File: src/design/sxfr_pkg.sv
// ----------------------------------------------------------------------------
// Frame receiver package
// Shared constants, register indexes and the command and status bundles that
// pass between the controller and the datapath of the frame receiver.
// ----------------------------------------------------------------------------
package sxfr_pkg;

    // Default largest frame length in bytes.
    localparam int MAX_FRAME_DEF = 32;

    // Field widths.
    localparam int BYTE_W     = 8;
    localparam int LFI_W      = 5;
    localparam int OVH_W      = 6;
    localparam int CNT_W      = 16;
    localparam int LEN_W      = 9;
    localparam int CFG_ADDR_W = 2;
    localparam int OUT_DATA_W = 24;

    // Configuration register indexes.
    localparam logic [CFG_ADDR_W-1:0] CFG_SYNC = 2'd0;
    localparam logic [CFG_ADDR_W-1:0] CFG_LFI  = 2'd1;
    localparam logic [CFG_ADDR_W-1:0] CFG_OVH  = 2'd2;

    // Configuration reset values.
    localparam logic [BYTE_W-1:0] SYNC_RST = 8'd85;
    localparam logic [LFI_W-1:0]  LFI_RST  = 5'd4;
    localparam logic [OVH_W-1:0]  OVH_RST  = 6'd6;

    // Saturation value of the drop counter.
    localparam logic [CNT_W-1:0] CNT_MAX = 16'hFFFF;

    // Commands from the controller to the datapath.
    typedef struct packed {
        logic load_in;
        logic prime;
        logic scan;
        logic emit_rd;
        logic emit_ld;
    } t_cmd;

    // Status from the datapath to the controller.
    typedef struct packed {
        logic             accept;
        logic             scan_done;
        logic             out_free;
        logic             emit_last;
        logic             post_done;
        logic [CNT_W-1:0] drop_cnt;
    } t_stat;

endpackage

File: src/design/sxfr_ram.sv
// ----------------------------------------------------------------------------
// Generic RAM
// Single write port and one read port with registered read data.
// ----------------------------------------------------------------------------
module sxfr_ram #(
    parameter int WIDTH = 8,
    parameter int DEPTH = 64
) (
    input  logic                     i_clk,
    input  logic                     i_we,
    input  logic [$clog2(DEPTH)-1:0] i_waddr,
    input  logic [WIDTH-1:0]         i_wdata,
    input  logic [$clog2(DEPTH)-1:0] i_raddr,
    output logic [WIDTH-1:0]         o_rdata
);

    logic [WIDTH-1:0] r_mem [DEPTH];
    logic [WIDTH-1:0] r_rdata;

    // Write port and registered read port.
    always_ff @(posedge i_clk) begin
        if (i_we) begin
            r_mem[i_waddr] <= i_wdata;
        end
        r_rdata <= r_mem[i_raddr];
    end

    assign o_rdata = r_rdata;

endmodule

File: src/design/sxfr_dp.sv
// ----------------------------------------------------------------------------
// Frame receiver datapath
// Holds the configuration, the byte window in a circular buffer, the scan
// pointers, the running checksum, the drop counter and the output register.
// ----------------------------------------------------------------------------
module sxfr_dp #(
    parameter int MAX_FRAME = sxfr_pkg::MAX_FRAME_DEF
) (
    input  logic                              i_clk,
    input  logic                              i_rst_n,
    input  logic                              i_cfg_we,
    input  logic [sxfr_pkg::CFG_ADDR_W-1:0]   i_cfg_addr,
    input  logic [sxfr_pkg::BYTE_W-1:0]       i_cfg_data,
    input  logic [sxfr_pkg::BYTE_W-1:0]       i_rx_byte,
    input  sxfr_pkg::t_cmd                    i_cmd,
    output sxfr_pkg::t_stat                   o_stat,
    input  logic                              i_m_tready,
    output logic                              o_m_tvalid,
    output logic [sxfr_pkg::OUT_DATA_W-1:0]   o_m_tdata,
    output logic                              o_m_tlast
);

    localparam int AW    = $clog2(MAX_FRAME + 1);
    localparam int DEPTH = 1 << AW;
    localparam int LW    = sxfr_pkg::LEN_W;
    localparam int BW    = sxfr_pkg::BYTE_W;
    localparam int CW    = sxfr_pkg::CNT_W;
    localparam logic [LW-1:0] MAX_LEN = LW'(MAX_FRAME);

    // Configuration registers.
    logic [BW-1:0]                r_sync;
    logic [sxfr_pkg::LFI_W-1:0]   r_lfi;
    logic [sxfr_pkg::OVH_W-1:0]   r_ovh;

    // Window pointers and scan state.
    logic [AW-1:0] r_head, r_pos, r_tail, r_eptr;
    logic [BW-1:0] r_xor, r_len_byte;
    logic [sxfr_pkg::CNT_W-1:0] r_drop;

    // Output register.
    logic                       r_out_valid;
    logic [BW-1:0]              r_out_byte;
    logic                       r_out_last;
    logic [sxfr_pkg::CNT_W-1:0] r_out_cnt;

    // Combinational scan terms.
    logic [BW-1:0] w_rdata;
    logic [AW-1:0] w_raddr, w_fill_m1, w_fill, w_scan_pos;
    logic [LW-1:0] w_fill_l, w_frame_len;
    logic [BW-1:0] w_len_src;
    logic          w_hunt, w_len_here, w_examine, w_chk_ok, w_over, w_complete;
    logic          w_acc, w_rej, w_out_xfer;

    // Window store.
    sxfr_ram #(
        .WIDTH (BW),
        .DEPTH (DEPTH)
    ) u_ram (
        .i_clk   (i_clk),
        .i_we    (i_cmd.load_in),
        .i_waddr (r_tail),
        .i_wdata (i_rx_byte),
        .i_raddr (w_raddr),
        .o_rdata (w_rdata)
    );

    // Verdict on the byte at the scan position.
    always_comb begin
        w_fill_m1   = r_pos - r_head;
        w_fill      = w_fill_m1 + AW'(1);
        w_fill_l    = LW'(w_fill);
        w_hunt      = (w_fill == AW'(1)) && (w_rdata != r_sync);
        w_len_here  = (LW'(w_fill_m1) == LW'(r_lfi));
        w_len_src   = w_len_here ? w_rdata : r_len_byte;
        w_examine   = (w_fill_l >= LW'(r_ovh)) && (w_fill_l > LW'(r_lfi));
        w_frame_len = LW'(w_len_src) + LW'(r_ovh);
        w_over      = w_frame_len > MAX_LEN;
        w_complete  = w_fill_l >= w_frame_len;
        w_chk_ok    = (~r_xor) == w_rdata;
        w_acc       = !w_hunt && w_examine && !w_over && w_complete && w_chk_ok;
        w_rej       = !w_hunt &&
                      ((w_examine && (w_over || (w_complete && !w_chk_ok))) ||
                       (!(w_examine && (w_over || w_complete)) &&
                        (w_fill_l >= MAX_LEN)));
        if (w_rej) begin
            w_scan_pos = r_head + AW'(1);
        end else begin
            w_scan_pos = r_pos + AW'(1);
        end
    end

    // Read address selection; priming reads the first byte of the window.
    always_comb begin
        if (i_cmd.scan) begin
            w_raddr = w_scan_pos;
        end else if (i_cmd.emit_rd) begin
            w_raddr = r_eptr;
        end else if (i_cmd.prime) begin
            w_raddr = r_head;
        end else begin
            w_raddr = r_pos;
        end
    end

    assign w_out_xfer = r_out_valid && i_m_tready;

    // Configuration writes.
    always_ff @(posedge i_clk) begin
        if (!i_rst_n) begin
            r_sync <= sxfr_pkg::SYNC_RST;
            r_lfi  <= sxfr_pkg::LFI_RST;
            r_ovh  <= sxfr_pkg::OVH_RST;
        end else if (i_cfg_we) begin
            case (i_cfg_addr)
                sxfr_pkg::CFG_SYNC: r_sync <= i_cfg_data;
                sxfr_pkg::CFG_LFI:  r_lfi  <= i_cfg_data[sxfr_pkg::LFI_W-1:0];
                sxfr_pkg::CFG_OVH:  r_ovh  <= i_cfg_data[sxfr_pkg::OVH_W-1:0];
                default: ;
            endcase
        end
    end

    // Window pointers and drop counter.
    always_ff @(posedge i_clk) begin
        if (!i_rst_n) begin
            r_head <= '0;
            r_pos  <= '0;
            r_tail <= '0;
            r_eptr <= '0;
            r_drop <= '0;
        end else begin
            if (i_cmd.load_in) begin
                r_tail <= r_tail + AW'(1);
                r_pos  <= r_head;
            end else if (i_cmd.scan) begin
                if (w_hunt) begin
                    r_pos  <= r_pos + AW'(1);
                    r_head <= r_pos + AW'(1);
                end else if (w_rej) begin
                    r_head <= r_head + AW'(1);
                    r_pos  <= r_head + AW'(1);
                end else if (w_acc) begin
                    r_eptr <= r_head;
                end else begin
                    r_pos <= r_pos + AW'(1);
                end
                if ((w_hunt || w_rej) && (r_drop != sxfr_pkg::CNT_MAX)) begin
                    r_drop <= r_drop + CW'(1);
                end
            end else if (i_cmd.emit_ld) begin
                r_eptr <= r_eptr + AW'(1);
                if (r_eptr == r_pos) begin
                    r_head <= r_pos + AW'(1);
                    r_pos  <= r_pos + AW'(1);
                end
            end
        end
    end

    // Running checksum and captured length byte.
    always_ff @(posedge i_clk) begin
        if (i_cmd.load_in) begin
            r_xor <= '0;
        end else if (i_cmd.scan) begin
            if (w_hunt || w_rej) begin
                r_xor <= '0;
            end else if (!w_acc) begin
                r_xor <= r_xor ^ w_rdata;
                if (w_len_here) begin
                    r_len_byte <= w_rdata;
                end
            end
        end else if (i_cmd.emit_ld && (r_eptr == r_pos)) begin
            r_xor <= '0;
        end
    end

    // Output register valid flag.
    always_ff @(posedge i_clk) begin
        if (!i_rst_n) begin
            r_out_valid <= 1'b0;
        end else if (i_cmd.emit_ld) begin
            r_out_valid <= 1'b1;
        end else if (w_out_xfer) begin
            r_out_valid <= 1'b0;
        end
    end

    // Output register payload.
    always_ff @(posedge i_clk) begin
        if (i_cmd.emit_ld) begin
            r_out_byte <= w_rdata;
            r_out_last <= (r_eptr == r_pos);
            r_out_cnt  <= r_drop;
        end
    end

    // Status to the controller.
    always_comb begin
        o_stat.accept    = w_acc;
        o_stat.scan_done = !w_acc && (w_scan_pos == r_tail);
        o_stat.out_free  = !r_out_valid || i_m_tready;
        o_stat.emit_last = (r_eptr == r_pos);
        o_stat.post_done = ((r_pos + AW'(1)) == r_tail);
        o_stat.drop_cnt  = r_drop;
    end

    assign o_m_tvalid = r_out_valid;
    assign o_m_tdata  = {r_out_cnt, r_out_byte};
    assign o_m_tlast  = r_out_last;

endmodule

File: src/design/sxfr_ctrl.sv
// ----------------------------------------------------------------------------
// Frame receiver controller
// Sequences loading of a received byte, the window scan and the emission of
// an accepted frame.
// ----------------------------------------------------------------------------
module sxfr_ctrl (
    input  logic            i_clk,
    input  logic            i_rst_n,
    input  logic            i_s_tvalid,
    output logic            o_s_tready,
    input  sxfr_pkg::t_stat i_stat,
    output sxfr_pkg::t_cmd  o_cmd
);

    typedef enum logic [4:0] {
        ST_IDLE    = 5'b00001,
        ST_PRIME   = 5'b00010,
        ST_SCAN    = 5'b00100,
        ST_EMIT_RD = 5'b01000,
        ST_EMIT_LD = 5'b10000
    } t_state;

    t_state r_state, n_state;

    // State register.
    always_ff @(posedge i_clk) begin
        if (!i_rst_n) begin
            r_state <= ST_IDLE;
        end else begin
            r_state <= n_state;
        end
    end

    // Next state and commands.
    always_comb begin
        n_state       = r_state;
        o_cmd         = '0;
        o_s_tready    = 1'b0;
        case (r_state)
            ST_IDLE: begin
                o_s_tready    = 1'b1;
                o_cmd.load_in = i_s_tvalid;
                if (i_s_tvalid) begin
                    n_state = ST_PRIME;
                end
            end
            ST_PRIME: begin
                o_cmd.prime = 1'b1;
                n_state     = ST_SCAN;
            end
            ST_SCAN: begin
                o_cmd.scan = 1'b1;
                if (i_stat.accept) begin
                    n_state = ST_EMIT_RD;
                end else if (i_stat.scan_done) begin
                    n_state = ST_IDLE;
                end
            end
            ST_EMIT_RD: begin
                o_cmd.emit_rd = i_stat.out_free;
                if (i_stat.out_free) begin
                    n_state = ST_EMIT_LD;
                end
            end
            ST_EMIT_LD: begin
                o_cmd.emit_ld = 1'b1;
                if (!i_stat.emit_last) begin
                    n_state = ST_EMIT_RD;
                end else if (i_stat.post_done) begin
                    n_state = ST_IDLE;
                end else begin
                    n_state = ST_PRIME;
                end
            end
            default: begin
                n_state = ST_IDLE;
            end
        endcase
    end

endmodule

File: src/design/sync_length_xor_frame_receiver.sv
// ----------------------------------------------------------------------------
// Sync and length framed receiver with inverted-XOR checksum
// Hunts for the sync byte, reads the length byte, checks the checksum and
// streams out good frames with a last mark and the running drop count.
// ----------------------------------------------------------------------------
// One received byte is taken per transfer, only while the block is idle. Each
// byte is written into a circular window buffer and the whole buffered window
// is then scanned again from its first byte after a prime step, one byte at a
// time through the single read port of the window memory. A rejection
// restarts the scan one byte later, so each rejection rescans the rest of the
// window. An accepted frame is read back and emitted byte by byte, each
// through a read state and a load state, and emission waits while the
// output side stalls. Frames up to MAX_FRAME bytes are handled; the
// dropped count saturates at 65535.
module sync_length_xor_frame_receiver #(
    parameter int MAX_FRAME = sxfr_pkg::MAX_FRAME_DEF
) (
    input  logic                              i_clk,
    input  logic                              i_rst_n,
    // Configuration write port.
    input  logic                              i_cfg_we,
    input  logic [sxfr_pkg::CFG_ADDR_W-1:0]   i_cfg_addr,
    input  logic [sxfr_pkg::BYTE_W-1:0]       i_cfg_data,
    // Received byte stream.
    input  logic                              i_s_tvalid,
    output logic                              o_s_tready,
    input  logic [sxfr_pkg::BYTE_W-1:0]       i_s_tdata,  // [7:0] rx_byte
    // Frame byte stream.
    output logic                              o_m_tvalid,
    input  logic                              i_m_tready,
    output logic [sxfr_pkg::OUT_DATA_W-1:0]   o_m_tdata,  // [7:0] frame_byte,
                                                          // [23:8] dropped_count
    output logic                              o_m_tlast   // frame_last
);

    sxfr_pkg::t_cmd  w_cmd;
    sxfr_pkg::t_stat w_stat;

    // Controller.
    sxfr_ctrl u_ctrl (
        .i_clk      (i_clk),
        .i_rst_n    (i_rst_n),
        .i_s_tvalid (i_s_tvalid),
        .o_s_tready (o_s_tready),
        .i_stat     (w_stat),
        .o_cmd      (w_cmd)
    );

    // Datapath.
    sxfr_dp #(
        .MAX_FRAME (MAX_FRAME)
    ) u_dp (
        .i_clk      (i_clk),
        .i_rst_n    (i_rst_n),
        .i_cfg_we   (i_cfg_we),
        .i_cfg_addr (i_cfg_addr),
        .i_cfg_data (i_cfg_data),
        .i_rx_byte  (i_s_tdata),
        .i_cmd      (w_cmd),
        .o_stat     (w_stat),
        .i_m_tready (i_m_tready),
        .o_m_tvalid (o_m_tvalid),
        .o_m_tdata  (o_m_tdata),
        .o_m_tlast  (o_m_tlast)
    );

`ifndef SYNTHESIS
    // A byte transfer is followed by priming and a scan: no byte is taken next.
    a_one_byte_at_a_time: assert property (@(posedge i_clk) disable iff (!i_rst_n)
        (i_s_tvalid && o_s_tready) |=> !o_s_tready)
        else $error("byte accepted while the previous one is still scanned");

    // The output register is only loaded when it is empty.
    a_load_into_empty: assert property (@(posedge i_clk) disable iff (!i_rst_n)
        w_cmd.emit_ld |-> !o_m_tvalid)
        else $error("output register overwritten before transfer");

    // The drop counter never goes backwards.
    a_drop_monotonic: assert property (@(posedge i_clk) disable iff (!i_rst_n)
        i_rst_n |=> (w_stat.drop_cnt >= $past(w_stat.drop_cnt)))
        else $error("drop counter decreased");

    // Bytes are only taken when no scan or frame emission is under way.
    a_no_take_while_emit: assert property (@(posedge i_clk) disable iff (!i_rst_n)
        (w_cmd.emit_rd || w_cmd.emit_ld || w_cmd.scan) |-> !o_s_tready)
        else $error("input ready during scan or emission");
`endif

endmodule

File: config.mk
export PLATFORM = sky130hd
export DESIGN_NAME = sync_length_xor_frame_receiver
export DESIGN_NICKNAME = d
export VERILOG_FILES = /design/src/design/sxfr_pkg.sv /design/src/design/sxfr_ram.sv /design/src/design/sxfr_dp.sv /design/src/design/sxfr_ctrl.sv /design/src/design/sync_length_xor_frame_receiver.sv
export SDC_FILE = /design/constraint.sdc
export NUM_CORES = 1
export LEC_CHECK = 0
export BUFFER_PORTS_ARGS = -buffer_cell sky130_fd_sc_hd__buf_4
export CORE_ASPECT_RATIO = 0.7
export CORE_MARGIN = 5
export CORE_UTILIZATION = 45
export CTS_BUF_LIST = sky130_fd_sc_hd__clkbuf_4
export DETAILED_ROUTE_END_ITERATION = 6
export GPL_TIMING_DRIVEN = 0
export SLEW_MARGIN = 40
export SYNTH_ARGS = -nofsm -noshare
export SYNTH_HDL_FRONTEND = slang
export SYNTH_SLANG_ARGS = --single-unit
export TNS_END_PERCENT = 30
File: constraint.sdc
create_clock -name i_clk -period 13.16 [get_ports i_clk]
set_clock_uncertainty 0.1 [all_clocks]
set_input_delay 1.974 -clock i_clk [delete_from_list [all_inputs] [get_ports i_clk]]
set_output_delay 1.974 -clock i_clk [all_outputs]
set_load 0.02 [all_outputs]
# ---- Word-level counts from Yosys, hierarchy flattened
# Memory sizes are Yosys's and may differ from the RTL's. A register that Yosys moved wholly into a read port is not among the register bits.
# Index checks and enable logic that the tools add are counted.
dict set report word_totals {
  output_inout_bits 27
  ram_bits 512
  mem_count 1
  reg_bits 106
}
dict set report op_classes {
  addsub 8
  n_mux 41
  n_lt_le_gt_ge 5
  reduce_logical 43
  n_eq_ne 24
  bitwise_logic 5
}
# memory words width read_ports rd_ports_with_merged_regs wr line
set memory_table {}
lappend memory_table {u_dp.u_ram.r_mem 64 8 1 1 1 sxfr_ram.sv:17} ;# logic [WIDTH-1:0] r_mem [DEPTH];
# cell n
set op_table {}
lappend op_table {{6-bit two-way mux} 19}
lappend op_table {{8-bit two-way mux} 5}
lappend op_table {{6-bit by 1-bit adder with 6-bit output, second input constant} 5}
lappend op_table {{5-bit two-way mux} 5}
lappend op_table {{5-bit case mux with 5 select lines} 1}
lappend op_table {{6-bit == test} 3}
lappend op_table {{16-bit by 1-bit adder with 16-bit output, second input constant} 1}
lappend op_table {{16-bit != test, second input constant} 1}
lappend op_table {{1-bit logical AND} 15}
lappend op_table {{1-bit two-way mux} 10}
lappend op_table {{8-bit by 6-bit adder with 9-bit output} 1}
lappend op_table {{6-bit by 9-bit greater-or-equal comparator with 1-bit output} 1}
lappend op_table {{9-bit by 6-bit > comparator with 1-bit output, second input constant} 1}
lappend op_table {{3-bit AND reduction} 3}
lappend op_table {{8-bit == test} 1}
lappend op_table {{8-bit != test} 1}
lappend op_table {{8-bit inverter} 1}
lappend op_table {{2-bit AND reduction} 4}
lappend op_table {{4-bit AND reduction} 2}
lappend op_table {{2-bit nonzero test} 4}
lappend op_table {{8-bit bitwise XOR} 1}
lappend op_table {{6-bit by 1-bit == test with 1-bit output, second input constant} 1}
lappend op_table {{6-bit by 5-bit == test with 1-bit output} 1}
lappend op_table {{6-bit greater-or-equal comparator} 1}
lappend op_table {{22 further kinds} 38}

# ---- Longest topological paths before layout
dict set report logic_depth {
  depth_word 17
  mapped_depth 31
}

# ---- Hierarchy
# A second synthesis with hierarchy kept.
dict set report unflattened {
  cells_unflattened 1659
  area_unflattened_um2 26725.6
}
# mod area_per_inst_um2 instances cells_each seq_area_each_um2
set by_module_without_submodules {}
lappend by_module_without_submodules {sxfr_ram 20166.8 1 940 15534.9}
lappend by_module_without_submodules {sxfr_dp 6200.9 1 676 2352.3}
lappend by_module_without_submodules {sxfr_ctrl 357.8 1 43 100.1}

# ---- Worst setup path after synthesis
# OpenSTA, ideal clock, no wires.
dict set report synth_timing {
  kind {register to register}
  start {register u_dp.r_pos[0]}
  end {register u_dp.u_ram.r_rdata[4], in the netlist u_dp.u_ram.o_rdata[4], read port of u_dp.u_ram.r_mem}
  slack_ns 6.679
  stages_incl_launch_ff 29
  period_less_slack_ns 6.481
  n_path_buf 2
  required_ns 12.946
  arrival_time_ns 6.267
  path_cell_list {dfxtp_1 > clkbuf_1 > inv_1 > ha_1 > inv_1 > fa_1 > xor2_1 > a2111oi_4 > o2111ai_4 > mux2_2 > ha_1 > fa_1 > a211oi_1 > nor2_1 > xnor2_1 > ha_1 > o21ai_0 > o21bai_1 > nand2_1 > nand3_2 > a22oi_4 > or4_1 > o311a_4 > nor2_1 > clkbuf_1 > nand3_1 > a31oi_1 > nor4_1 > a21o_1}
}
dict set report synth_between {
  elab_chain_len 13
}
# item line
set synth_lines {}
lappend synth_lines {{start, declared} sxfr_dp.sv:36} ;# logic [AW-1:0] r_head, r_pos, r_tail, r_eptr;
lappend synth_lines {{start signal, assigned} sxfr_dp.sv:134} ;# r_pos <= r_head;
lappend synth_lines {{start signal, assigned} sxfr_dp.sv:137} ;# r_pos <= r_pos + AW'(1);
lappend synth_lines {{start signal, assigned} sxfr_dp.sv:141} ;# r_pos <= r_head + AW'(1);
lappend synth_lines {{6-bit subtractor *} sxfr_dp.sv:69} ;# w_fill_m1 = r_pos - r_head;
lappend synth_lines {{6-bit by 5-bit == test with 1-bit output *} sxfr_dp.sv:73} ;# w_len_here = (LW'(w_fill_m1) == LW'(r_lfi));
lappend synth_lines {{8-bit two-way mux *} n/a}
lappend synth_lines {{net u_dp.w_len_src[0]} sxfr_dp.sv:50} ;# logic [BW-1:0] w_len_src;
lappend synth_lines {{8-bit by 6-bit adder with 9-bit output *} sxfr_dp.sv:76} ;# w_frame_len = LW'(w_len_src) + LW'(r_ovh);
lappend synth_lines {{9-bit by 6-bit > comparator with 1-bit output or 6-bit by 9-bit greater-or-equal comparator with 1-bit output (tied branches)} {sxfr_dp.sv:77, sxfr_dp.sv:78}}
lappend synth_lines {{1-bit logical OR} sxfr_dp.sv:83} ;# (!(w_examine && (w_over || w_complete)) &&
lappend synth_lines {{1-bit logical AND} sxfr_dp.sv:83}
lappend synth_lines {{1-bit zero test} sxfr_dp.sv:83}
lappend synth_lines {{1-bit logical AND} sxfr_dp.sv:83}
lappend synth_lines {{1-bit logical OR *} sxfr_dp.sv:82} ;# ((w_examine && (w_over || (w_complete && !w_chk_ok))) ||
lappend synth_lines {{1-bit logical AND *} sxfr_dp.sv:81} ;# w_rej = !w_hunt &&
lappend synth_lines {{6-bit two-way mux *} sxfr_dp.sv:85} ;# if (w_rej) begin
lappend synth_lines {{6-bit two-way mux *} sxfr_dp.sv:94} ;# if (i_cmd.scan) begin
lappend synth_lines {{end, declared} sxfr_ram.sv:18} ;# logic [WIDTH-1:0] r_rdata;
# The timed path passes the listed nets; every way through them passes the cells marked *.
# A chain may end at the register's enable or synchronous reset.

# ---- Worst setup path in the final report
dict set report layout_timing {
  start {register u_dp.r_pos[0]}
  end {register u_dp.u_ram.r_rdata[0], in the netlist u_dp.u_ram.o_rdata[0], read port of u_dp.u_ram.r_mem}
}
# Same word-level chain as after synthesis.

==> flow_summary.toml <==
[min_path]
min_to = "u_dp.r_out_byte[6]"
hold_path.class = "flop to flop"
hold_path_depth = 0
worstHoldStart = "u_dp.u_ram.o_rdata[6]"

[worst_setup_path]
cpMostUsedCell = "ha_1"
critPathMaxStageDelay_ns = 0.76
cp_data_required_time_ns = 13.88
cp-end-kind = "flop"
cp_slowest_cell = "nor4_2"
worst-path-buf-inv = 5
crit_family = "compound AO/OA/AOI/OAI gates"
start_kind = "flop"
r2r_start = "u_dp.r_pos[0]"
setup.worst_path.class = "flop to flop"
crit_arrival_ns = 9.83
r2r_slack_ns = 4.06
cp-startpoint = "u_dp.r_pos[0]"
regToRegEndpoint = "u_dp.u_ram.o_rdata[0]"
reg2reg_depth = 29
worstPathMaxFanout = 10

[sta]
hold_viol = 0
fin_setup_tns_ns = 0
rsz0062_at_grt = "no"
finalSetupViolations = 0
fmax_mhz = 110
slew_headroom = 0.369
slew_viol_final = 0
tightest_slew_ns = 0.942
period_needed_ns = 9.10
period_share = 0.692
holdWs_ns = 0.330

[synthesis]
syn_area_sq_mm = 0.0267
synth.top_cell.area_share = 0.612
syn_avg_cell_area_sq_um = 12.5
ys_ff_latch = 626
yosys.area.top_type = "edfxtp_1"
synth_ff_type = "edfxtp_1"
async_reset_ff_frac = 0
syn-num-nets = 2207
ys_warn_count = 0
synth_cell_type_count = 76
seq_area_frac_synth = 0.673
synth-edff-count = 545
syn_inst = 2146
synth.top_cells.by_area = "edfxtp_1, dfxtp_1, nand2_1"

[route]
avgViaCountPerCell = 5.88
routedWlPerCell_um = 25.1
via_count = 19216
first_pass_iters = 5
drcViolationCount = 0
antenna_violating_nets_post_route = 0
drt_iter0_drc = 2276
wirelength_mm = 81.9

[pwr]
p_leak_uw = 0.0105
total_power_uw = 5470
max-vdd-ir-drop_uv = 106
power_density_mw_per_mm2 = 180

[grt]
antenna_found_initial = 2
busiest_layer = "met1"
groute.layer.met2.usage = 0.325
grt_max_degree = 65
grt_use_met3 = 0.0886
grt_util_met1 = 0.392
grt_remaining_overflow = 0
grt_pass1_wl_mm = 120
grt_pass1_vias = 18345
track_usage = 0.249

[cts]
cts_num_sinks = 626
cts_tree = "done"
clkSlewWorstSetupHoldPaths_ns = 0.07
clockBufferDepth = 3
cts_resized = 0
cts_setup_buffers = 0
cts_hold_buf = 0
clkLatencyLatePin_ns = 0.94
htreeDepth = 4
cts_buffers = 155
cts_root_buf = "clkbuf_4"

[placement]
post-dp-hpwl_mm = 55.9
gp_congestion = 0.968
io_buffers = 49

[floorplan]
die_area_sq_mm = 0.0645
rows = 74
die_x_um = 301
ioPinCount = 50
core-area_sq_mm = 0.0586
die_h_um = 214
initial_utilization = 0.456

[layout]
final_common_cell = "edfxtp_1"
syn2layout_area_growth_pct = 13.4
drive_gt1_frac = 0.176
fin_util = 0.517
final_nets = 2415
final_cell_mix = "edfxtp_1, nand2_1, clkbuf_4"

[run_status]
status = "completed"

[run]
maxCapViolations = 0
logic make-up (layout without fill, tap and decap cells):
logic type                 Yosys count  after routing  synth area share
buffers and inverters              149            470            0.0245
AOI/OAI and AO/OA                  413            413             0.103
muxes                               82             82            0.0312
adders and majority gates           38             38            0.0183
xor gates and xnor gates            76             76            0.0264
DFF                                626            626             0.673
and+or+nand+nor                    762            762             0.124
other                                0              4                 0
metal layers:
layer	routed length, um	part of all wire
met1	37500	0.46
met2	32400	0.40
met3	10600	0.13
met5	0	0
met4	1480	0.018
worst max path at each step:
stage	endpoint	slack (ns)	depth (start not counted)
global route	u_dp.u_ram.o_rdata[0]	3.79	29
floorplan	u_dp.u_ram.o_rdata[4]	6.68	28
global placement	u_dp.u_ram.o_rdata[2]	4.19	29
CTS	u_dp.u_ram.o_rdata[0]	4.42	29
detailed placement	u_dp.u_ram.o_rdata[0]	4.48	29
finish	u_dp.u_ram.o_rdata[0]	4.06	29
where the power goes:
group | internal, uW | total (uW) | switching, uW
Sequential | 2210 | 2260 | 50.7
Clock | 865 | 1670 | 802
Combinational | 487 | 1540 | 1060
final cells by class:
| class | instances | area (sq um) |
|---|---|---|
| Tap cell | 798 | 998 |
| Fill cell | 5120 | 28300 |
| Sequential cell | 626 | 18000 |
| Antenna cell | 4 | 10.0 |
| Clock buffer | 226 | 1700 |
| Clock inverter | 44 | 287 |
| Timing Repair Buffer | 51 | 408 |
| Multi-Input combinational cell | 1371 | 8280 |
| Inverter | 26 | 97.6 |
| Buffer | 123 | 562 |
registers in the layout (all words and copies together), names as in the netlist, 8 cells and up:
name and cells:
u_dp.u_ram.o_rdata 8, u_dp.r_xor 8, u_dp.r_drop 16, u_dp.r_sync 8, u_dp.r_out_byte 8, u_dp.r_out_cnt 16, u_dp.u_ram.r_mem 512, u_dp.r_len_byte 8
cell usage after synthesis, types with 4 or more instances:
library cell,n
o21ai_0,63
a31oi_1,25
a211oi_1,9
clkbuf_1,55
or2_2,8
a221oi_2,4
nor3b_1,4
nand2b_1,4
nand4_1,5
nor3_1,23
a21o_1,14
dfxtp_1,81
a32oi_1,16
buf_1,11
a22oi_1,33
mux2_2,10
and2_1,10
nand3b_1,11
o2111ai_1,17
o211ai_1,13
nor2_1,142
or3_1,7
nand3_1,98
a221oi_1,22
xnor2_1,41
nand2_1,400
nor4_1,21
and3_1,5
buf_2,47
xor2_1,32
nor2b_1,10
mux2i_1,72
a41oi_1,8
buf_4,10
o21a_1,5
ha_1,36
o21ai_1,4
a21oi_1,150
edfxtp_1,545
inv_1,24
worst reg2reg max path, delay by kind of cell, from the launching register on:
family | cells | cell delay, ns
adder cells (fa/ha/maj) | 5 | 1.71
multiplexers | 1 | 0.41
AO/OA/AOI/OAI | 10 | 2.94
flip-flops | 1 | 0.33
AND/OR/NAND/NOR | 6 | 1.35
buffers and inverters | 5 | 1.70
XOR/XNOR | 2 | 0.47
per-stage QoR:
stage,instances,setup WS (ns),cell area (sq um)
2_1_floorplan,2146,6.68,26700
3_3_place_gp,2993,4.19,28100
3_5_place_dp,2993,4.48,28200
4_1_cts,3263,4.42,30200
5_1_grt,3267,3.79,30300
6_report,3269,4.06,30300
(Power assumes the default switching activity.)
